File: config.mk
export PLATFORM = sky130hd
export DESIGN_NAME = select_spec_syntax_check_top
export DESIGN_NICKNAME = d
export VERILOG_FILES = /design/src/rtl/sssc_pkg.sv /design/src/rtl/select_spec_syntax_check_top.sv /design/src/rtl/sssc_phase_step.sv
export SDC_FILE = /design/constraint.sdc
export NUM_CORES = 1
export LEC_CHECK = 0
export ABC_AREA = 0
export BUFFER_PORTS_ARGS = -buffer_cell sky130_fd_sc_hd__buf_2
export CAP_MARGIN = 40
export CELL_PAD_IN_SITES_DETAIL_PLACEMENT = 1
export CELL_PAD_IN_SITES_GLOBAL_PLACEMENT = 2
export CORE_AREA = 2 2 79 66
export CTS_CLUSTER_SIZE = 24
export DETAILED_ROUTE_END_ITERATION = 8
export DIE_AREA = 0 0 81 68
export PLACE_DENSITY = 0.84
export SYNTH_ARGS = -nofsm -noshare
export SYNTH_HDL_FRONTEND = slang
export SYNTH_SLANG_ARGS = --single-unit
File: constraint.sdc
create_clock -name clock -period 2.7 [get_ports clock]
set_input_delay 0 -clock clock [delete_from_list [all_inputs] [get_ports clock]]
set_output_delay 0 -clock clock [all_outputs]
set_load 0.1 [all_outputs]
File: src/rtl/sssc_pkg.sv
// ----------------------------------------------------------------------------
// sssc_pkg
// types and constants of the resource selection string syntax checker
// ----------------------------------------------------------------------------
package sssc_pkg;

   // stream word widths
   localparam int unsigned REQ_TDATA_W = 8;
   localparam int unsigned RSP_TDATA_W = 8;

   // bytes that steer the grammar
   localparam logic [7:0] CH_END    = 8'h00;
   localparam logic [7:0] CH_SQUOTE = 8'h27;
   localparam logic [7:0] CH_DQUOTE = 8'h22;
   localparam logic [7:0] CH_COLON  = 8'h3A;
   localparam logic [7:0] CH_PLUS   = 8'h2B;
   localparam logic [7:0] CH_EQUAL  = 8'h3D;
   localparam logic [7:0] CH_DASH   = 8'h2D;
   localparam logic [7:0] CH_USCORE = 8'h5F;

   // parser phases, one-hot
   typedef enum logic [8:0] {
      PH_LEAD       = 9'b000000001,
      PH_CHUNK      = 9'b000000010,
      PH_MULT       = 9'b000000100,
      PH_NAME_START = 9'b000001000,
      PH_NAME       = 9'b000010000,
      PH_VAL_FIRST  = 9'b000100000,
      PH_VAL        = 9'b001000000,
      PH_QUOTED     = 9'b010000000,
      PH_ERROR      = 9'b100000000
   } phase_type;

   // outcome of one byte step
   typedef struct packed {
      phase_type phase;
      logic      quote_dbl;
      logic      accepted;
   } step_type;

endpackage

File: src/rtl/select_spec_syntax_check_top.sv
// ----------------------------------------------------------------------------
// select_spec_syntax_check_top
// streaming syntax checker for resource selection strings
// ----------------------------------------------------------------------------
// Takes one string byte per clock on the req_ stream and, for every 0 byte
// that ends a string, returns one word on the rsp_ stream whose bit 0 is 1
// if the string was well formed and 0 if it was rejected; other bytes give
// no result. The sustained rate is one byte per cycle, set by the single
// parser phase register that every byte updates. A byte lands in an input
// register and is parsed from there, and as an end byte leaves it, its
// verdict is written into the result register. The result register lets
// bytes keep flowing while a verdict waits; only an end byte that meets a
// full, stalled result register holds the input.
// ----------------------------------------------------------------------------
module select_spec_syntax_check_top (
   input  logic                               clock,
   input  logic                               reset,
   // request stream
   input  logic                               req_tvalid,
   output logic                               req_tready,
   input  logic [sssc_pkg::REQ_TDATA_W-1:0]   req_tdata,  // [7:0] text_byte
   // response stream
   output logic                               rsp_tvalid,
   input  logic                               rsp_tready,
   output logic [sssc_pkg::RSP_TDATA_W-1:0]   rsp_tdata   // [0] accepted, [7:1] zero
);

   // input register
   logic       in_valid_ff, in_valid_in;
   logic [7:0] in_byte_ff, in_byte_in;

   // parser state
   sssc_pkg::phase_type phase_ff, phase_in;
   logic                quote_dbl_ff, quote_dbl_in;

   // result register
   logic rsp_valid_ff, rsp_valid_in;
   logic accepted_ff, accepted_in;

   logic               in_is_end;
   logic               consume;
   sssc_pkg::step_type step;

   // byte step logic
   sssc_phase_step u_step (
      .phase     (phase_ff),
      .quote_dbl (quote_dbl_ff),
      .text_byte (in_byte_ff),
      .step      (step)
   );

   // handshake: an end byte needs room in the result register
   assign in_is_end  = (in_byte_ff == sssc_pkg::CH_END);
   assign consume    = in_valid_ff && (!in_is_end || !rsp_valid_ff || rsp_tready);
   assign req_tready = !in_valid_ff || consume;

   // next values
   always_comb begin
      in_valid_in  = in_valid_ff;
      in_byte_in   = in_byte_ff;
      phase_in     = phase_ff;
      quote_dbl_in = quote_dbl_ff;
      rsp_valid_in = rsp_valid_ff;
      accepted_in  = accepted_ff;

      if (rsp_valid_ff && rsp_tready) begin
         rsp_valid_in = 1'b0;
      end
      if (consume) begin
         in_valid_in  = 1'b0;
         phase_in     = step.phase;
         quote_dbl_in = step.quote_dbl;
         if (in_is_end) begin
            rsp_valid_in = 1'b1;
            accepted_in  = step.accepted;
         end
      end
      if (req_tvalid && req_tready) begin
         in_valid_in = 1'b1;
         in_byte_in  = req_tdata[7:0];
      end
   end

   // control registers
   always_ff @(posedge clock) begin
      if (reset) begin
         in_valid_ff  <= 1'b0;
         phase_ff     <= sssc_pkg::PH_LEAD;
         quote_dbl_ff <= 1'b0;
         rsp_valid_ff <= 1'b0;
      end else begin
         in_valid_ff  <= in_valid_in;
         phase_ff     <= phase_in;
         quote_dbl_ff <= quote_dbl_in;
         rsp_valid_ff <= rsp_valid_in;
      end
   end

   // payload registers
   always_ff @(posedge clock) begin
      in_byte_ff  <= in_byte_in;
      accepted_ff <= accepted_in;
   end

   assign rsp_tvalid = rsp_valid_ff;
   assign rsp_tdata  = {{(sssc_pkg::RSP_TDATA_W-1){1'b0}}, accepted_ff};

endmodule

File: src/rtl/sssc_phase_step.sv
// ----------------------------------------------------------------------------
// sssc_phase_step
// next-phase logic of the selection string parser for one byte
// ----------------------------------------------------------------------------
module sssc_phase_step (
   input  sssc_pkg::phase_type phase,
   input  logic                quote_dbl,
   input  logic [7:0]          text_byte,
   output sssc_pkg::step_type  step
);

   // c locale character classes
   logic is_digit, is_alpha, is_alnum, is_space, is_print, is_quote;

   assign is_digit = (text_byte >= 8'h30) && (text_byte <= 8'h39);
   assign is_alpha = ((text_byte >= 8'h41) && (text_byte <= 8'h5A)) ||
                     ((text_byte >= 8'h61) && (text_byte <= 8'h7A));
   assign is_alnum = is_digit || is_alpha;
   assign is_space = (text_byte == 8'h20) ||
                     ((text_byte >= 8'h09) && (text_byte <= 8'h0D));
   assign is_print = (text_byte >= 8'h20) && (text_byte <= 8'h7E);
   assign is_quote = (text_byte == sssc_pkg::CH_SQUOTE) ||
                     (text_byte == sssc_pkg::CH_DQUOTE);

   // start of a chunk: multiplier or name
   sssc_pkg::phase_type chunk_nx;
   always_comb begin
      priority if (is_digit) begin
         chunk_nx = sssc_pkg::PH_MULT;
      end else if (is_alpha) begin
         chunk_nx = sssc_pkg::PH_NAME;
      end else begin
         chunk_nx = sssc_pkg::PH_ERROR;
      end
   end

   // a byte inside a value
   sssc_pkg::phase_type value_nx;
   always_comb begin
      priority if (is_quote) begin
         value_nx = sssc_pkg::PH_QUOTED;
      end else if (text_byte == sssc_pkg::CH_COLON) begin
         value_nx = sssc_pkg::PH_NAME_START;
      end else if (text_byte == sssc_pkg::CH_PLUS) begin
         value_nx = sssc_pkg::PH_CHUNK;
      end else if (is_print) begin
         value_nx = sssc_pkg::PH_VAL;
      end else begin
         value_nx = sssc_pkg::PH_ERROR;
      end
   end

   // closing quote matches the opening one
   logic quote_close;
   assign quote_close = quote_dbl ? (text_byte == sssc_pkg::CH_DQUOTE)
                                  : (text_byte == sssc_pkg::CH_SQUOTE);

   // phase transition
   always_comb begin
      step.quote_dbl = quote_dbl;
      step.accepted  = (phase == sssc_pkg::PH_MULT) || (phase == sssc_pkg::PH_VAL);
      if (text_byte == sssc_pkg::CH_END) begin
         // end of string: back to the start for the next one
         step.phase     = sssc_pkg::PH_LEAD;
         step.quote_dbl = 1'b0;
      end else begin
         unique case (phase)
            sssc_pkg::PH_LEAD: begin
               step.phase = is_space ? sssc_pkg::PH_LEAD : chunk_nx;
            end
            sssc_pkg::PH_CHUNK: begin
               step.phase = chunk_nx;
            end
            sssc_pkg::PH_MULT: begin
               priority if (is_digit) begin
                  step.phase = sssc_pkg::PH_MULT;
               end else if (text_byte == sssc_pkg::CH_PLUS) begin
                  step.phase = sssc_pkg::PH_CHUNK;
               end else if (text_byte == sssc_pkg::CH_COLON) begin
                  step.phase = sssc_pkg::PH_NAME_START;
               end else begin
                  step.phase = sssc_pkg::PH_ERROR;
               end
            end
            sssc_pkg::PH_NAME_START: begin
               step.phase = is_alpha ? sssc_pkg::PH_NAME : sssc_pkg::PH_ERROR;
            end
            sssc_pkg::PH_NAME: begin
               priority if (is_alnum || (text_byte == sssc_pkg::CH_DASH) ||
                            (text_byte == sssc_pkg::CH_USCORE)) begin
                  step.phase = sssc_pkg::PH_NAME;
               end else if (text_byte == sssc_pkg::CH_EQUAL) begin
                  step.phase = sssc_pkg::PH_VAL_FIRST;
               end else begin
                  step.phase = sssc_pkg::PH_ERROR;
               end
            end
            sssc_pkg::PH_VAL_FIRST, sssc_pkg::PH_VAL: begin
               step.phase = value_nx;
               if (is_quote) begin
                  step.quote_dbl = (text_byte == sssc_pkg::CH_DQUOTE);
               end
            end
            sssc_pkg::PH_QUOTED: begin
               step.phase = quote_close ? sssc_pkg::PH_VAL : sssc_pkg::PH_QUOTED;
            end
            default: begin
               // error latch and any stray code
               step.phase = sssc_pkg::PH_ERROR;
            end
         endcase
      end
   end

endmodule

== Yosys cells after proc, flatten, opt, wreduce, memory -nomap -nowiden ==
Cells that the tools add are included.

* Bits of input ports: 12
* Output and inout port bits: 10
* Logic and storage cells: 83
* Flip-flop bits (word level): 21

* Multiplexer cells: 23
* Magnitude comparators: 10
* Reduce and logical (&&, ||, !) cells: 28
* Equal/unequal tests: 16

{| class="wikitable"
|+ Operator list
! operator !! number
|-
| 9-bit 2-to-1 mux || 12
|-
| 9-bit case mux with 7 select lines || 1
|-
| 8-bit by 6-bit == test with 1-bit output, second input constant || 7
|-
| 8-bit by 7-bit <= comparator with 1-bit output, second input constant || 3
|-
| 8-bit by 6-bit >= comparator with 1-bit output, second input constant || 2
|-
| 8-bit by 7-bit >= comparator with 1-bit output, second input constant || 2
|-
| 1-bit logical OR || 10
|-
| 10-bit 2-to-1 mux || 1
|-
| 9-bit by 1-bit == test with 1-bit output, second input constant || 1
|-
| 9-bit by 2-bit == test with 1-bit output, second input constant || 1
|-
| 9-bit by 3-bit == test with 1-bit output, second input constant || 1
|-
| 9-bit by 4-bit == test with 1-bit output, second input constant || 1
|-
| 9-bit by 5-bit == test with 1-bit output, second input constant || 1
|-
| 9-bit by 6-bit == test with 1-bit output, second input constant || 1
|-
| 9-bit by 7-bit == test with 1-bit output, second input constant || 1
|-
| 9-bit by 8-bit == test with 1-bit output, second input constant || 1
|-
| 8-bit by 7-bit == test with 1-bit output, second input constant || 1
|-
| 8-bit by 4-bit >= comparator with 1-bit output, second input constant || 1
|-
| 8-bit by 4-bit <= comparator with 1-bit output, second input constant || 1
|-
| 8-bit by 6-bit <= comparator with 1-bit output, second input constant || 1
|-
| 1-bit logical AND || 8
|-
| 8-bit logical NOT || 1
|-
| 1-bit 2-to-1 mux || 8
|-
| 8-bit 2-to-1 mux || 1
|-
| 5 further kinds || 9
|}

== Longest topological paths before layout ==
* Word-level depth: 9
* Gate-level depth with buffers: 8
* Depth with buffers taken out: 5

== Hierarchy ==
From an unflattened synthesis, not the netlist that was laid out.

* Cell total of the unflattened synthesis: 214
* Area, all modules: 1796.7 µm²

{| class="wikitable"
|+ By module, submodules not included
! module !! cells an instance !! sequential area each (µm²) !! area each (µm²) !! instances
|-
| select_spec_syntax_check_top || 102 || 510.5 || 1132.3 || 1
|-
| sssc_phase_step || 112 || 0.0 || 664.4 || 1
|}

== Worst setup path after synthesis ==
OpenSTA, ideal clock, no wires.

* Kind: reg-to-reg
* Start point: register in_byte_ff[6]
* End point: register in_byte_ff[0], enable pin
* Period minus slack after synthesis: 2.323 ns
* Setup time: 0.277 ns
* Stages on the path, launching flop included: 7
* Path slack: 0.377 ns
* Path buffers: 1
* Data required time: 2.423 ns
* Data arrival time: 2.046 ns
* Cells stage by stage: edfxtp_1 or3_1 buf_2 nor3_1 nand2_1 or2_2 and2_1

* Longest elaborated chain between the ends: 7

{| class="wikitable"
|+ RTL lines
! item !! RTL line !! RTL
|-
| start: declaration || select_spec_syntax_check_top.sv:30 || <nowiki>logic [7:0] in_byte_ff, in_byte_in;</nowiki>
|-
| start signal: assignment || select_spec_syntax_check_top.sv:101 || <nowiki>in_byte_ff <= in_byte_in;</nowiki>
|-
| 8-bit logical NOT || select_spec_syntax_check_top.sv:53 || <nowiki>assign in_is_end = (in_byte_ff == sssc_pkg::CH_END);</nowiki>
|-
| 1-bit logical NOT || select_spec_syntax_check_top.sv:54 || <nowiki>assign consume = in_valid_ff && (!in_is_end || !rsp_valid_ff || rsp_tready);</nowiki>
|-
| 1-bit logical OR (2 in series) || select_spec_syntax_check_top.sv:54 ||
|-
| 1-bit logical AND || select_spec_syntax_check_top.sv:54 ||
|-
| 1-bit logical OR || select_spec_syntax_check_top.sv:55 || <nowiki>assign req_tready = !in_valid_ff || consume;</nowiki>
|-
| net req_tready || select_spec_syntax_check_top.sv:20 || <nowiki>output logic req_tready,</nowiki>
|-
| 1-bit logical AND || select_spec_syntax_check_top.sv:78 || <nowiki>if (req_tvalid && req_tready) begin</nowiki>
|}

The timed path passes the listed nets, and every way through them passes these cells.
A chain may end at the register's enable or synchronous reset.

== Final worst setup path ==
* Start point: register in_byte_ff[1]
* End point: register phase_ff[0]

* Longest elaborated chain between the ends: 9
* Elaborated cells between the ends (all ways): 40
* Those cells by class: order compare (8); eq/ne (7); mux (10); reduce/logical (15)

{| class="wikitable"
|+ RTL lines
! item !! RTL line !! RTL
|-
| 8-bit by 7-bit >= comparator with 1-bit output (tied with other cells) || sssc_phase_step.sv:16 || <nowiki>assign is_alpha = ((text_byte >= 8'h41) && (text_byte <= 8'h5A)) ||</nowiki>
|-
| 1-bit logical AND (on tied branches) || sssc_phase_step.sv:16, sssc_phase_step.sv:17 ||
|-
| 1-bit logical OR || sssc_phase_step.sv:16 ||
|-
| 1-bit logical OR || sssc_phase_step.sv:18 || <nowiki>assign is_alnum = is_digit || is_alpha;</nowiki>
|-
| 1-bit logical OR (2 in series) || sssc_phase_step.sv:89 || <nowiki>priority if (is_alnum || (text_byte == sssc_pkg::CH_DASH) ||</nowiki>
|-
| 9-bit 2-to-1 mux || sssc_phase_step.sv:89 ||
|-
| 9-bit case mux with 7 select lines || sssc_phase_step.sv:67 || <nowiki>unique case (phase)</nowiki>
|-
| 10-bit 2-to-1 mux || sssc_phase_step.sv:62 || <nowiki>if (text_byte == sssc_pkg::CH_END) begin</nowiki>
|-
| end signal: assignment || select_spec_syntax_check_top.sv:88 || <nowiki>phase_ff <= sssc_pkg::PH_LEAD;</nowiki>
|-
| end signal: assignment || select_spec_syntax_check_top.sv:93 || <nowiki>phase_ff <= phase_in;</nowiki>
|-
| end: declaration || select_spec_syntax_check_top.sv:33 || <nowiki>sssc_pkg::phase_type phase_ff, phase_in;</nowiki>
|}

Parallel ways exist; a longest one is shown, timed or not.

==> impl_metrics.json <==
{
  "cts_tree": "built",
  "pre_cts_ws_ns": 0.375,
  "syn_inst": 184,
  "worst_pin_slew_ns": 0.691,
  "multi_input_area_um2": 910,
  "ios": 22,
  "synth-seq-area-share_pct": 33.1,
  "grt-ovfl-total": 0,
  "antenna_found_initial": 0,
  "grt_pass1_wl_um": 7310,
  "place.gp.congestion": 0.810,
  "slowest_stage": "or4_1",
  "track_usage_pct": 17.2,
  "synth_ff_type": "dfxtp_1",
  "cellPowerDensity_nw_per_um2": 426,
  "crit-reg2reg-launch": "in_byte_ff[1]",
  "hold_viol": 0,
  "vias_per_cell": 5.45,
  "start_util_pct": 32.3,
  "holdPathEnd": "rsp_tvalid",
  "critPathKind": "reg -> reg",
  "cp-end-kind": "flip-flop",
  "cpMostUsedCell": "o21ai_1",
  "yosysWarnings": 0,
  "syn_area_um2": 1540,
  "root_buffer": "clkbuf_8",
  "clk_latency_ns": 0.27,
  "slew_headroom_pct": 53.5,
  "core_area_um2": 4780,
  "final-seq-area_um2": 510,
  "hp-class": "in -> reg",
  "slew_viol_final": 0,
  "critPathTopFamily": "simple AND/OR/NAND/NOR gates",
  "critPathMaxStageDelay_ns": 0.61,
  "cts.sinks": 21,
  "crit_buf_inv": 1,
  "dpl.hpwl_um": 3210,
  "highest_layer": "met4",
  "leakage_uw": 0.000619,
  "r2r_slack_ns": 0.35,
  "syn_to_final_growth_pct": 16.3,
  "drt_pass1_iterations": 4,
  "cp_max_fo": 11,
  "crit_chain": "or4_1 -> or3_1 -> o21ai_1 -> buf_4 -> nor2b_1 -> o21ai_1",
  "port_buffers": 14,
  "antenna_left": 0,
  "diodes": 0,
  "synth-seq-cells": 21,
  "drt_iter0_markers": 30,
  "layout.nets": 217,
  "ys_types": 57,
  "clock_path_buffers": 2,
  "required_ns": 2.85,
  "place_area_um2": 1650,
  "synthArstFlopShare_pct": 0,
  "design_area_um2": 1790,
  "cp-start-kind": "flip-flop",
  "worstPathArrival_ns": 2.50,
  "drc": 0,
  "max_clock_freq_mhz": 426,
  "wl_met3_um": 166,
  "cts_buffers": 3,
  "whs_path_depth": 2,
  "die_w_um": 81,
  "grt_max_degree": 15,
  "drt-met1-wl_um": 2050,
  "nFillCells": 608,
  "layout_min_cycle_time_ns": 2.35,
  "finalSetupTns_ns": 0,
  "num_rows": 23,
  "avgSynthCellArea_um2": 8.38,
  "drv_cap": 0,
  "fin_crit_sh_pct": 87.0,
  "min_from": "reset",
  "die_area_um2": 5510,
  "synth_edf_count": 9,
  "reg2reg_to": "phase_ff[0]",
  "finalSetupViolations": 0,
  "first_global_vias": 1490,
  "vias": 1449,
  "wire_per_inst_um": 16.1,
  "r2r_cells": 6,
  "vdd_drop_max_v": 0.000237,
  "rsz0062_at_grt": "false",
  "met2_length_um": 2040,
  "wl_um": 4290,
  "drive_above_1_share_pct": 18.1,
  "clk_pin_slew_worst_paths_ns": 0.09,
  "fin_worst_skew_ns": 0.00706,
  "dieHeight_um": 68,
  "final.setup.worst_slack_ns": 0.351,
  "h-tree-depth": 1,
  "status": "finished clean",
  "post_cts_buffers": 0
}
final cells by class:
cell class	instances	area share, %
well taps	62	4.33
flip-flops and latches	21	28.5
repair buffers	33	13.1
clock inverters	1	0.419
inverters	3	0.628
clock buffers	3	2.30
multi-input cells	143	50.7
cells by family after synthesis:
group	synth area share, %
AOI/OAI and AO/OA	20.3
xor gates and xnor gates	3.98
buffers and inverters	9.33
DFF	33.1
other	0.243
and+or+nand+nor	33.0
Yosys cell counts (all sizes together), types with 5 or more instances:
master,number,area share [%]
edfxtp,9,18
dfxtp,12,16
a21oi,9,2.9
clkbuf,8,1.9
nor4,6,2.4
nor3,6,1.9
nor2,10,2.4
nand2,17,4.1
o21ai,7,2.3
buf,15,6.7
nor4b,6,3.4
nand4,5,2.0
nand3,7,2.6
cell usage in the layout (no fill, tap or decap), drive strengths merged, types with 5 or more instances in the layout:
cell         count
a21oi            9
buf             24
conb             7
dfxtp           12
dlygate4sd3      9
edfxtp           9
nand2           17
nand3            7
nand4            5
nor2            10
nor3             6
nor4             6
nor4b            6
o21ai            7
state kept, by name, indices dropped and copies added, names as in the netlist:
signal        cells
quote_dbl_ff      1
rsp_tvalid        1
in_valid_ff       1
accepted_ff       1
phase_ff          9
in_byte_ff        8
routing by layer:
| metal | up-vias | track usage, % |
|---|---|---|
| li1 | 715 | - |
| met1 | 700 | 22.7 |
| met2 | 30 | 30.2 |
| met3 | 4 | 2.51 |
| met4 | 0 | 3.18 |
| met5 | - | 0 |
per-stage QoR:
stage / util, % / hold slack (ns) / total power [µW] / instances
final: 37.5 / 0.0336 / 764 / 266
after floorplan: - / 0.0989 / 506 / 190
after detailed placement: 34.6 / 0.178 / 539 / 253
after global placement: 34.6 / 0.176 / 536 / 253
after global routing: 37.5 / 0.0638 / 801 / 266
after CTS: 37.5 / 0.0331 / 768 / 266
worst max path at each step:
stage,start,end,cells past startpoint
2_1_floorplan,in_byte_ff[6],in_byte_ff[0],6
3_3_place_gp,in_byte_ff[1],phase_ff[0],6
3_5_place_dp,in_byte_ff[1],phase_ff[0],6
4_1_cts,in_byte_ff[1],phase_ff[0],6
5_1_grt,in_byte_ff[1],phase_ff[0],6
6_report,in_byte_ff[1],phase_ff[0],6
power breakdown:
part	internal, µW	switching [µW]	total, µW
Clock	104	115	220
Combinational	62.5	120	183
Sequential	345	16.2	361
repair_timing:
item | CTS | global route
gates resized for setup | 0 | 0
hold buffers | 9 | 0
hold endpoints to repair | 9 | 0
Power figures use the tool's default switching activity.
